## config.mk

```make
export PLATFORM = sky130hd
export DESIGN_NAME = window_rms_power_meter
export DESIGN_NICKNAME = d
export VERILOG_FILES = /design/src/hw/rtl/wrpm_pkg.sv /design/src/hw/rtl/window_rms_power_meter.sv /design/src/hw/rtl/wrpm_ram.sv /design/src/hw/rtl/wrpm_front.sv /design/src/hw/rtl/wrpm_queue.sv /design/src/hw/rtl/wrpm_back.sv
export SDC_FILE = /design/constraint.sdc
export NUM_CORES = 2
export LEC_CHECK = 0
export BUFFER_PORTS_ARGS = -buffer_cell sky130_fd_sc_hd__buf_2
export CAP_MARGIN = 20
export CORE_MARGIN = 3
export CORE_UTILIZATION = 50
export CTS_BUF_LIST = sky130_fd_sc_hd__clkbuf_16
export DETAILED_ROUTE_END_ITERATION = 10
export GPL_ROUTABILITY_DRIVEN = 1
export GPL_TIMING_DRIVEN = 0
export PLACE_DENSITY_LB_ADDON = 0.08
export SLEW_MARGIN = 10
export SYNTH_ARGS = -nofsm -noshare
export SYNTH_HDL_FRONTEND = slang
export SYNTH_SLANG_ARGS = --single-unit
```

## constraint.sdc

```tcl
create_clock -name clk -period 17.9 [get_ports clk]
set_input_delay 1.79 -clock clk [delete_from_list [all_inputs] [get_ports clk]]
set_output_delay 1.79 -clock clk [all_outputs]
set_load 0.03 [all_outputs]
```

## src/hw/rtl/wrpm_pkg.sv

```systemverilog
package wrpm_pkg;

  localparam int Window = 20;
  localparam int CntW = $clog2(Window + 1);
  localparam int IdxW = $clog2(Window);
  localparam int SumW = $clog2(Window * 255 + 1);
  localparam int DevW = $clog2(Window * 65025 + 1);
  localparam int GainW = 24;
  localparam int CfgIdxW = 1;
  localparam int QDepth = 2;

  // x / Window as (x * DivMul) >> DivShift; exact for x below 2^22 at Window = 20
  localparam int DivShift = 26;
  localparam int DivMul = ((1 << DivShift) + Window - 1) / Window;

  localparam logic [CfgIdxW-1:0] RegVoltageGain = 1'd0;
  localparam logic [CfgIdxW-1:0] RegCurrentGain = 1'd1;

  localparam logic [GainW-1:0] VoltageGainReset = 24'd41958;
  localparam logic [GainW-1:0] CurrentGainReset = 24'd2097;

  typedef struct packed {
    logic [7:0] current_sample;
    logic [7:0] voltage_sample;
  } in_item_t;

  typedef struct packed {
    logic [31:0] voltage_rms_q16;
    logic [31:0] current_avg_q16;
    logic [47:0] power_q16;
  } out_item_t;

  // Window-end job handed from front to back.
  typedef struct packed {
    logic [SumW-1:0] voltage_sum;
    logic [SumW-1:0] current_sum;
  } job_t;

endpackage

```

## src/hw/rtl/window_rms_power_meter.sv

```systemverilog
// Windowed RMS voltage / average current / power meter. One transaction on
// start carries a current and a voltage sample. After 20 pairs one result
// appears on result with done high for a single cycle; the receiver cannot
// stall it, so sample it when done is high. Once a window is complete, busy
// stays high until the math engine has swept the stored voltage samples:
// the job leaves the queue, the two means are formed by reciprocal multiply,
// and the sweep reads every store slot. The result then follows through the
// deviation divide, a 10-step root, gain scaling, the power multiply and the
// output register. Pairs of the next window are taken while these run. Gain
// registers may only be written while no window result is pending.
module window_rms_power_meter (
  input  logic                            clk,
  input  logic                            rst,
  input  logic                            start,
  output logic                            busy,
  input  wrpm_pkg::in_item_t              sample,
  output logic                            done,
  output wrpm_pkg::out_item_t             result,
  input  logic                            cfg_we,
  input  logic [wrpm_pkg::CfgIdxW-1:0]    cfg_index,
  input  logic [wrpm_pkg::GainW-1:0]      cfg_data
);
  import wrpm_pkg::*;

  logic [GainW-1:0] voltage_gain, current_gain;
  logic             take;
  logic             store_we;
  logic [IdxW-1:0]  store_addr, rd_addr;
  logic [7:0]       store_data, rd_data;
  logic             job_push, job_pop, q_valid, q_full;
  logic             sweeping;
  job_t             job_in, job_head;

  // hold samples off while a finished window still owns the store
  assign busy = q_full || q_valid || sweeping;
  assign take = start && !busy;

  // gain registers
  always_ff @(posedge clk) begin
    if (rst) begin
      voltage_gain <= VoltageGainReset;
      current_gain <= CurrentGainReset;
    end else if (cfg_we) begin
      unique case (cfg_index)
        RegVoltageGain: voltage_gain <= cfg_data;
        RegCurrentGain: current_gain <= cfg_data;
        default: ;
      endcase
    end
  end

  wrpm_front u_front (
    .clk, .rst, .take, .item(sample),
    .store_we, .store_addr, .store_data,
    .job_push, .job(job_in)
  );

  // Store holds one window; busy keeps the front from writing it from the
  // end of a window until the back has read every slot.
  wrpm_ram #(.Width(8), .Depth(Window)) u_store (
    .clk, .we(store_we), .waddr(store_addr), .wdata(store_data),
    .raddr(rd_addr), .rdata(rd_data)
  );

  wrpm_queue u_queue (
    .clk, .rst, .push(job_push), .push_data(job_in),
    .pop(job_pop), .not_empty(q_valid), .full(q_full), .head(job_head)
  );

  wrpm_back u_back (
    .clk, .rst, .job_valid(q_valid), .job(job_head), .job_pop, .sweeping,
    .rd_addr, .rd_data, .voltage_gain, .current_gain,
    .done, .result
  );
endmodule

```

## src/hw/rtl/wrpm_ram.sv

```systemverilog
module wrpm_ram #(
  parameter int Width = 8,
  parameter int Depth = 20
) (
  input  logic                     clk,
  input  logic                     we,
  input  logic [$clog2(Depth)-1:0] waddr,
  input  logic [Width-1:0]         wdata,
  input  logic [$clog2(Depth)-1:0] raddr,
  output logic [Width-1:0]         rdata
);
  logic [Width-1:0] mem [Depth];

  always_ff @(posedge clk) begin
    if (we) begin
      mem[waddr] <= wdata;
    end
    rdata <= mem[raddr];
  end
endmodule

```

## src/hw/rtl/wrpm_front.sv

```systemverilog
module wrpm_front (
  input  logic              clk,
  input  logic              rst,
  input  logic              take,
  input  wrpm_pkg::in_item_t item,
  output logic              store_we,
  output logic [wrpm_pkg::IdxW-1:0] store_addr,
  output logic [7:0]        store_data,
  output logic              job_push,
  output wrpm_pkg::job_t    job
);
  import wrpm_pkg::*;

  logic [CntW-1:0] pair_count;
  logic [SumW-1:0] voltage_sum, current_sum;
  logic [SumW-1:0] vs_next, cs_next;
  logic            last;

  assign vs_next = voltage_sum + SumW'(item.voltage_sample);
  assign cs_next = current_sum + SumW'(item.current_sample);
  assign last = (pair_count == CntW'(Window - 1));

  assign store_we = take;
  assign store_addr = pair_count[IdxW-1:0];
  assign store_data = item.voltage_sample;
  assign job_push = take && last;
  assign job.voltage_sum = vs_next;
  assign job.current_sum = cs_next;

  always_ff @(posedge clk) begin
    if (rst) begin
      pair_count <= '0;
      voltage_sum <= '0;
      current_sum <= '0;
    end else if (take) begin
      if (last) begin
        pair_count <= '0;
        voltage_sum <= '0;
        current_sum <= '0;
      end else begin
        pair_count <= pair_count + CntW'(1);
        voltage_sum <= vs_next;
        current_sum <= cs_next;
      end
    end
  end
endmodule

```

## src/hw/rtl/wrpm_queue.sv

```systemverilog
module wrpm_queue (
  input  logic           clk,
  input  logic           rst,
  input  logic           push,
  input  wrpm_pkg::job_t push_data,
  input  logic           pop,
  output logic           not_empty,
  output logic           full,
  output wrpm_pkg::job_t head
);
  import wrpm_pkg::*;

  localparam int PtrW = $clog2(QDepth);

  job_t            slots [QDepth];
  logic [PtrW-1:0] rd_ptr, wr_ptr;
  logic [PtrW:0]   fill;

  assign not_empty = (fill != '0);
  assign full = (fill == (PtrW+1)'(QDepth));
  assign head = slots[rd_ptr];

  always_ff @(posedge clk) begin
    if (push) begin
      slots[wr_ptr] <= push_data;
    end
  end

  always_ff @(posedge clk) begin
    if (rst) begin
      rd_ptr <= '0;
      wr_ptr <= '0;
      fill <= '0;
    end else begin
      if (push) begin
        wr_ptr <= (wr_ptr == PtrW'(QDepth - 1)) ? '0 : wr_ptr + PtrW'(1);
      end
      if (pop) begin
        rd_ptr <= (rd_ptr == PtrW'(QDepth - 1)) ? '0 : rd_ptr + PtrW'(1);
      end
      fill <= fill + (PtrW+1)'(push) - (PtrW+1)'(pop);
    end
  end
endmodule

```

## src/hw/rtl/wrpm_back.sv

```systemverilog
module wrpm_back (
  input  logic                      clk,
  input  logic                      rst,
  input  logic                      job_valid,
  input  wrpm_pkg::job_t            job,
  output logic                      job_pop,
  output logic                      sweeping,
  output logic [wrpm_pkg::IdxW-1:0] rd_addr,
  input  logic [7:0]                rd_data,
  input  logic [wrpm_pkg::GainW-1:0] voltage_gain,
  input  logic [wrpm_pkg::GainW-1:0] current_gain,
  output logic                      done,
  output wrpm_pkg::out_item_t       result
);
  import wrpm_pkg::*;

  typedef enum logic [7:0] {
    S_IDLE  = 8'b0000_0001,
    S_DIVV  = 8'b0000_0010,
    S_DEV   = 8'b0000_0100,
    S_DIVD  = 8'b0000_1000,
    S_SQRT  = 8'b0001_0000,
    S_MUL   = 8'b0010_0000,
    S_POW   = 8'b0100_0000,
    S_OUT   = 8'b1000_0000
  } state_t;

  localparam int RootW = DevW / 2;
  localparam int StepW = $clog2(DevW + 1);

  state_t           state;
  job_t             cur;
  logic [DevW-1:0]  num;       // root radicand, consumed two bits per cycle
  logic [StepW-1:0] step;
  logic [7:0]       v_mean, c_mean;
  logic [IdxW:0]    rd_cnt;
  logic             rd_live;
  logic [DevW-1:0]  dev_acc;
  logic [RootW-1:0] root;
  logic [DevW+1:0]  sq_rem;
  logic [31:0]      v_out, c_out;
  logic [63:0]      prod;

  // divide by Window through a reciprocal multiply
  function automatic logic [DevW-1:0] div_window(logic [DevW-1:0] x);
    logic [DevW+DivShift-1:0] p;
    p = (DevW+DivShift)'(x) * (DevW+DivShift)'(DivMul);
    return p[DevW+DivShift-1:DivShift];
  endfunction

  logic [8:0] diff;
  logic [7:0] absd;
  assign diff = {1'b0, rd_data} - {1'b0, v_mean};
  assign absd = diff[8] ? 8'(-diff) : diff[7:0];

  // non-restoring-free digit recurrence for the root, two bits per cycle
  logic [DevW+1:0] sq_cur;
  logic [DevW+1:0] sq_try;
  assign sq_cur = {sq_rem[DevW-1:0], num[DevW-1 -: 2]};
  assign sq_try = sq_cur - (DevW+2)'({root, 2'b01});

  assign job_pop = (state == S_IDLE) && job_valid;
  assign rd_addr = rd_cnt[IdxW-1:0];
  // store still holds samples the sweep has not read yet
  assign sweeping = (state == S_DIVV) || (state == S_DEV);

  always_ff @(posedge clk) begin
    if (rst) begin
      state <= S_IDLE;
      done <= 1'b0;
    end else begin
      done <= 1'b0;
      unique case (state)
        S_IDLE: begin
          if (job_valid) begin
            cur <= job;
            state <= S_DIVV;
          end
        end
        S_DIVV: begin
          v_mean <= 8'(div_window(DevW'(cur.voltage_sum)));
          c_mean <= 8'(div_window(DevW'(cur.current_sum)));
          rd_cnt <= '0;
          rd_live <= 1'b0;
          dev_acc <= '0;
          state <= S_DEV;
        end
        S_DEV: begin
          if (rd_live) begin
            dev_acc <= dev_acc + DevW'(absd * absd);
          end
          if (rd_cnt == (IdxW+1)'(Window)) begin
            rd_live <= 1'b0;
            if (!rd_live) begin
              state <= S_DIVD;
            end
          end else begin
            rd_cnt <= rd_cnt + (IdxW+1)'(1);
            rd_live <= 1'b1;
          end
        end
        S_DIVD: begin
          num <= div_window(dev_acc) << (DevW - 2 * RootW);
          sq_rem <= '0;
          root <= '0;
          step <= StepW'(RootW);
          state <= S_SQRT;
        end
        S_SQRT: begin
          num <= num << 2;
          if (!sq_try[DevW+1]) begin
            sq_rem <= sq_try;
            root <= {root[RootW-2:0], 1'b1};
          end else begin
            sq_rem <= sq_cur;
            root <= {root[RootW-2:0], 1'b0};
          end
          step <= step - StepW'(1);
          if (step == StepW'(1)) begin
            state <= S_MUL;
          end
        end
        S_MUL: begin
          v_out <= 32'(root * voltage_gain);
          c_out <= 32'(c_mean * current_gain);
          state <= S_POW;
        end
        S_POW: begin
          prod <= v_out * c_out;
          state <= S_OUT;
        end
        S_OUT: begin
          result.voltage_rms_q16 <= v_out;
          result.current_avg_q16 <= c_out;
          result.power_q16 <= prod[63:16];
          done <= 1'b1;
          state <= S_IDLE;
        end
        default: state <= S_IDLE;
      endcase
    end
  end
endmodule

```

# [Word-level counts from Yosys, hierarchy flattened]
# Memory sizes are Yosys's and may differ from the RTL's. A register that Yosys moved wholly into a read port is not among the register bits.
# Index checks and enable logic that the tools add are counted.
[word_totals] word_cells=117 in_bits=45 register_bits=433 mem_bits_rw=212 n_memories=2
[classes] bitwise_logic=2 reduce_logical=22 addsub=13 mux=28 mul=7 eq_ne=18
[memory_table] name="u_store.mem" depth=20 width=8 read_ports=1 rd_clocked_by_memory_dff=1 write_ports=1 line="wrpm_ram.sv:12" source="logic [Width-1:0] mem [Depth];"
[memory_table] name="u_queue.slots" depth=2 width=26 read_ports=1 rd_clocked_by_memory_dff=1 write_ports=1 line="wrpm_queue.sv:15" source="job_t slots [QDepth];"
[ops] op="21-bit one-hot mux with 2 select lines" count=3
[ops] op="13-bit by 20-bit multiplier with 32-bit output (second input constant)" count=2
[ops] op="32-bit by 32-bit multiplier with 64-bit output" count=1
[ops] op="8-bit one-hot mux with 7 select lines" count=1
[ops] op="21-bit two-way mux" count=2
[ops] op="21-bit by 20-bit multiplier with 41-bit output (second input constant)" count=1
[ops] op="8-bit two-way mux" count=5
[ops] op="10-bit by 24-bit multiplier with 32-bit output" count=1
[ops] op="8-bit by 24-bit multiplier with 32-bit output" count=1
[ops] op="13-bit by 8-bit adder with 13-bit output" count=2
[ops] op="13-bit two-way mux" count=2
[ops] op="23-bit by 12-bit subtractor with 23-bit output" count=1
[ops] op="21-bit by 16-bit adder with 21-bit output" count=1
[ops] op="10-bit one-hot mux with 2 select lines" count=1
[ops] op="8-bit by 8-bit multiplier with 16-bit output" count=1
[ops] op="2-bit AND reduction" count=8
[ops] op="6-bit one-hot mux with 2 select lines" count=1
[ops] op="5-bit one-hot mux with 2 select lines" count=1
[ops] op="1-bit two-way mux" count=9
[ops] op="3-bit AND reduction" count=3
[ops] op="8-bit by 8-bit subtractor with 9-bit output" count=1
[ops] op="8-bit by 1-bit equality test with 1-bit output (second input constant)" count=1
[ops] op="8-bit by 2-bit equality test with 1-bit output (second input constant)" count=1
[ops] op="8-bit by 3-bit equality test with 1-bit output (second input constant)" count=1
[ops] op="27 further kinds" count=39

# [Longest topological paths before layout]
[depth] ltp_word=8 mapped_depth=36 depth_no_buf=36

# [Hierarchy]
# A second synthesis with hierarchy kept.
[unflattened] hier_cells=8242 area_unflattened_um2=86352.8
[modules_own_cells] module="wrpm_back" n_inst=1 area_each_um2=73503.0 seq_area_each_um2=10690.3 cells_each=7386
[modules_own_cells] module="wrpm_ram" n_inst=1 area_each_um2=6482.5 seq_area_each_um2=4964.8 cells_each=308
[modules_own_cells] module="wrpm_queue" n_inst=1 area_each_um2=2199.6 seq_area_each_um2=1661.6 cells_each=102
[modules_own_cells] module="wrpm_front" n_inst=1 area_each_um2=2128.3 seq_area_each_um2=620.6 cells_each=245
[modules_own_cells] module="window_rms_power_meter" n_inst=1 area_each_um2=2039.5 seq_area_each_um2=960.9 cells_each=201

# [Least setup slack after synthesis]
# OpenSTA, ideal clock, no wires.
[synth_timing] path_type="input port to flip-flop" startpoint="input port rst" endpoint="register u_back.result[0] (netlist name)" setup_time_ns=0.896 t_required_ns=17.004 arrival_time_ns=13.417 cell_stages=2 slack_ns=3.587 cell_sequence="clkbuf_1 -> nor4b_1"
[synth_between] elab_chain_cells=2
[synth_lines] element="from (decl)" line="window_rms_power_meter.sv:13" source="input logic rst,"
[synth_lines] element="1-bit NOT (no line)"
[synth_lines] element="2-bit AND reduction (no line)"
# No other way between the ends.
# A chain may end at the register's enable or synchronous reset.

# [Final worst setup path]
[layout_timing] startpoint="register u_back.v_out[13]" endpoint="register u_back.prod[62], data pin"
[layout_between] elab_chain_cells=1
[layout_lines] element="from (decl)" line="wrpm_back.sv:41" source="logic [31:0] v_out, c_out;"
[layout_lines] element="from (signal assigned)" line="wrpm_back.sv:124" source="v_out <= 32'(root * voltage_gain);"
[layout_lines] element="32-bit by 32-bit multiplier with 64-bit output" line="wrpm_back.sv:129" source="prod <= v_out * c_out;"
[layout_lines] element="to (signal assigned)" line="wrpm_back.sv:129"
[layout_lines] element="to (decl)" line="wrpm_back.sv:42" source="logic [63:0] prod;"
# No other way between the ends.

==> results.ini <==
[global_route]
grtUsageTotal_pct=29.3
grt_pass1_wl_um=378000
grt_antenna_before_repair=17
grt_max_degree=27
globalRouteOverflowTotal=0
grt_pass1_vias=60400

[cts]
cts_tree=built
clkTransAtPathRegs_ns=0.09
post_cts_resized=0
cts_buffers=78
cts-root-buf=clkbuf_16
clk_path_buf_depth=3
postCtsHoldBufs=0
htree_num_levels=3
cts.sinks=662
insertion_delay_ns=0.74
cts_post_setup_buffers_inserted=0

[power_and_ir_drop]
p_int_mw=3.37
total_switching_power_mw=1.63
p_comb_share_pct=31.0
pwr-share-clk_pct=33.8
irDropWorstVdd_mv=0.133
seqPwrFrac_pct=35.2
power_density_nw_per_um2=54.6
leakage_nw=43.3
p_sw_share_pct=32.6

[timing]
slew_headroom_pct=18.0
holdWs_ns=0.394
period_needed_ns=9.96
maxSlewViolCount=0
finalSetupViolations=0
hold_viol_final=0
tightest_slew_ns=1.23
rsz0062_at_grt=false
max_clock_freq_mhz=100
fin_ws_ns=7.94
post-route-period-util_pct=55.6
finClkSkew_ns=0.0665

[die]
core_region_area_um2=168000
io-pin-count=159
die-area_um2=175000
die_y_um=418
start_util_pct=50.5
core.rowCount=150
die_w_um=418

[placed_design]
hpwl_um=204000
dpl-instance-area_um2=88900
portBuffers=158
place_inst=10500
place_congestion=0.959
place_ws_ns=8.09

[critical_path]
cpMostUsedCell=fa_1
crit_type=flop to flop
crit_arrival_ns=10.42
slowest_stage=clkbuf_1
critPathMaxFanout=10
cp.required_ns=18.36
worstSetupStartpointType=flop
slowest_delay_ns=0.89
crit_path_end_kind=flop

[detailed_routing]
first_pass_iters=6
wl_per_cell_um=23.4
via_count=57300
first_iter_violations=4057
drcViolationCount=0
ant_nets=0
totalWireLength_um=249000
routed_via_density=5.37

[cells_and_area]
fillers=15000
final_cells=10700
design_area_um2=91700
nets=10800
drive_gt1_share_pct=5.30
layout_common_cells=1721 x inv_1, 1494 x fa_1, 877 x nand2_1
area_growth_pct=8.06
final_common_cell=inv_1
final_core_util_pct=54.6

[yosys]
yosys_warnings=0
ys_seq_area_share_pct=22.2
synth_cells=8094
netlist_area_um2=84900
syn_avg_cell_area_um2=10.5
synth-edff-count=562
yosysUniqueCellTypes=73
synthArstFlopShare_pct=0
syn_nets=10500
synthFlopType=edfxtp_1
ys_ff_latch=662

[run_status]
outcome=completed

[flow_run]
drv_cap=0

[hold_path]
hold_class=flop to flop

==> Yosys cell counts (8+ instances only) <==
library cell | number | area [µm²]
nor3_1 | 41 | 205
o211ai_1 | 9 | 67.6
nand2_1 | 877 | 3290
mux4_2 | 48 | 1080
a31o_2 | 16 | 140
xnor2_1 | 145 | 1270
and3_1 | 23 | 144
o31ai_1 | 15 | 113
a21o_1 | 91 | 683
nand3b_1 | 19 | 143
o21ai_0 | 81 | 405
nor4_1 | 10 | 62.6
inv_1 | 1708 | 6410
a22oi_1 | 15 | 113
a211oi_1 | 14 | 105
nor2b_1 | 34 | 213
mux2_2 | 34 | 383
and2_1 | 796 | 4980
o21a_1 | 21 | 158
clkbuf_1 | 324 | 1220
a31oi_1 | 13 | 81.3
nand2b_1 | 26 | 163
edfxtp_1 | 562 | 16900
nand3_1 | 49 | 245
nand4_1 | 21 | 131
nor3b_1 | 8 | 60.1
nor2_1 | 233 | 875
fa_1 | 1494 | 29900
xor2_1 | 76 | 666
dfxtp_1 | 100 | 2000
o21bai_1 | 31 | 233
a21oi_1 | 208 | 1040
mux2i_1 | 11 | 110
ha_1 | 831 | 10400
buf_1 | 11 | 41.3
or3_1 | 12 | 75.1
==> through the flow <==
stage / power, mW / setup TNS [ns]
2_1_floorplan: 3.00 / 0
4_1_cts: 5.06 / 0
6_report: 5.00 / 0
3_5_place_dp: 3.33 / 0
3_3_place_gp: 3.31 / -589.13
5_1_grt: 5.36 / 0
==> registers in the layout, summed over array words and instances, names as in the netlist, 6 cells and up <==
register             count
u_back.rd_cnt            6
u_front.current_sum     13
current_gain            24
u_back.num              20
u_back.v_mean            8
u_back.sq_rem           21
u_front.voltage_sum     13
u_back.cur              26
u_back.result          112
u_back.c_mean            8
u_queue.slots           52
u_back.state             8
u_store.mem            160
u_back.dev_acc          21
voltage_gain            24
u_back.c_out            32
u_store.rdata            8
u_back.prod             48
u_back.root             10
u_back.v_out            32
==> layout make-up <==
| type | count | area, µm² | share of cell area (%) |
|---|---|---|---|
| Clock buffer | 78 | 1950 | 2.13 |
| Tap cell | 2204 | 2760 | 3.01 |
| Sequential cell | 662 | 18900 | 20.6 |
| Inverter | 1708 | 6410 | 6.99 |
| Multi-Input combinational cell | 5388 | 58400 | 63.6 |
| Timing Repair Buffer | 208 | 1270 | 1.39 |
| Clock inverter | 66 | 773 | 0.843 |
| Antenna cell | 13 | 32.5 | 0.0355 |
| Buffer | 336 | 1260 | 1.38 |
==> final timing paths <==
kind / depth (start not counted) / slack [ns] / end / from
setup / recovery: 30 / 7.94 / u_back.prod[62] / u_back.v_out[13]
hold / removal: 0 / 0.39 / u_back.result[38] / u_back.prod[54]
setup reg to reg: 30 / 7.94 / u_back.prod[62] / u_back.v_out[13]
hold reg to reg: 0 / 0.39 / u_back.result[38] / u_back.prod[54]
==> worst max-delay path: cells and delay by family (launching register included) <==
family,cells,cell delay (ns)
adders and majority gates,9,4.26
AOI/OAI and AO/OA,8,2.32
buffers and inverters,8,1.49
DFF,1,0.75
and+or+nand+nor,4,0.70
xor gates and xnor gates,1,0.14
==> power by group through the flow <==
stage / Clock (mW) / Combinational (mW) / Sequential (mW)
6_report: 1.69 / 1.55 / 1.76
5_1_grt: 1.80 / 1.80 / 1.76
4_1_cts: 1.74 / 1.56 / 1.76
3_5_place_dp: 0 / 1.54 / 1.79
3_3_place_gp: 0 / 1.52 / 1.79
2_1_floorplan: 0 / 1.21 / 1.79
==> cells by family (layout without fill, tap and decap cells) <==
kind of cell    after synthesis  count (layout)  share of synthesized area [%]
fa+ha+maj                  2325            2325                           47.5
xor+xnor                    221             221                           2.28
buf+inv                    2044            2396                           9.04
mux                          93              93                           1.85
flops                       662             662                           22.2
other cells                   0              13                              0
compound gates              573             573                           4.32
simple gates               2176            2176                           12.8
==> layer usage <==
layer | vias to the layer above | track usage, % | part of all wire [%]
li1 | 25600 | - | -
met1 | 29500 | 37.1 | 40
met2 | 1707 | 49.4 | 49
met3 | 511 | 4.48 | 5.6
met4 | 4 | 14.2 | 5.9
met5 | - | 0 | 0.010
Note: power is estimated with default switching activity, not from simulation.
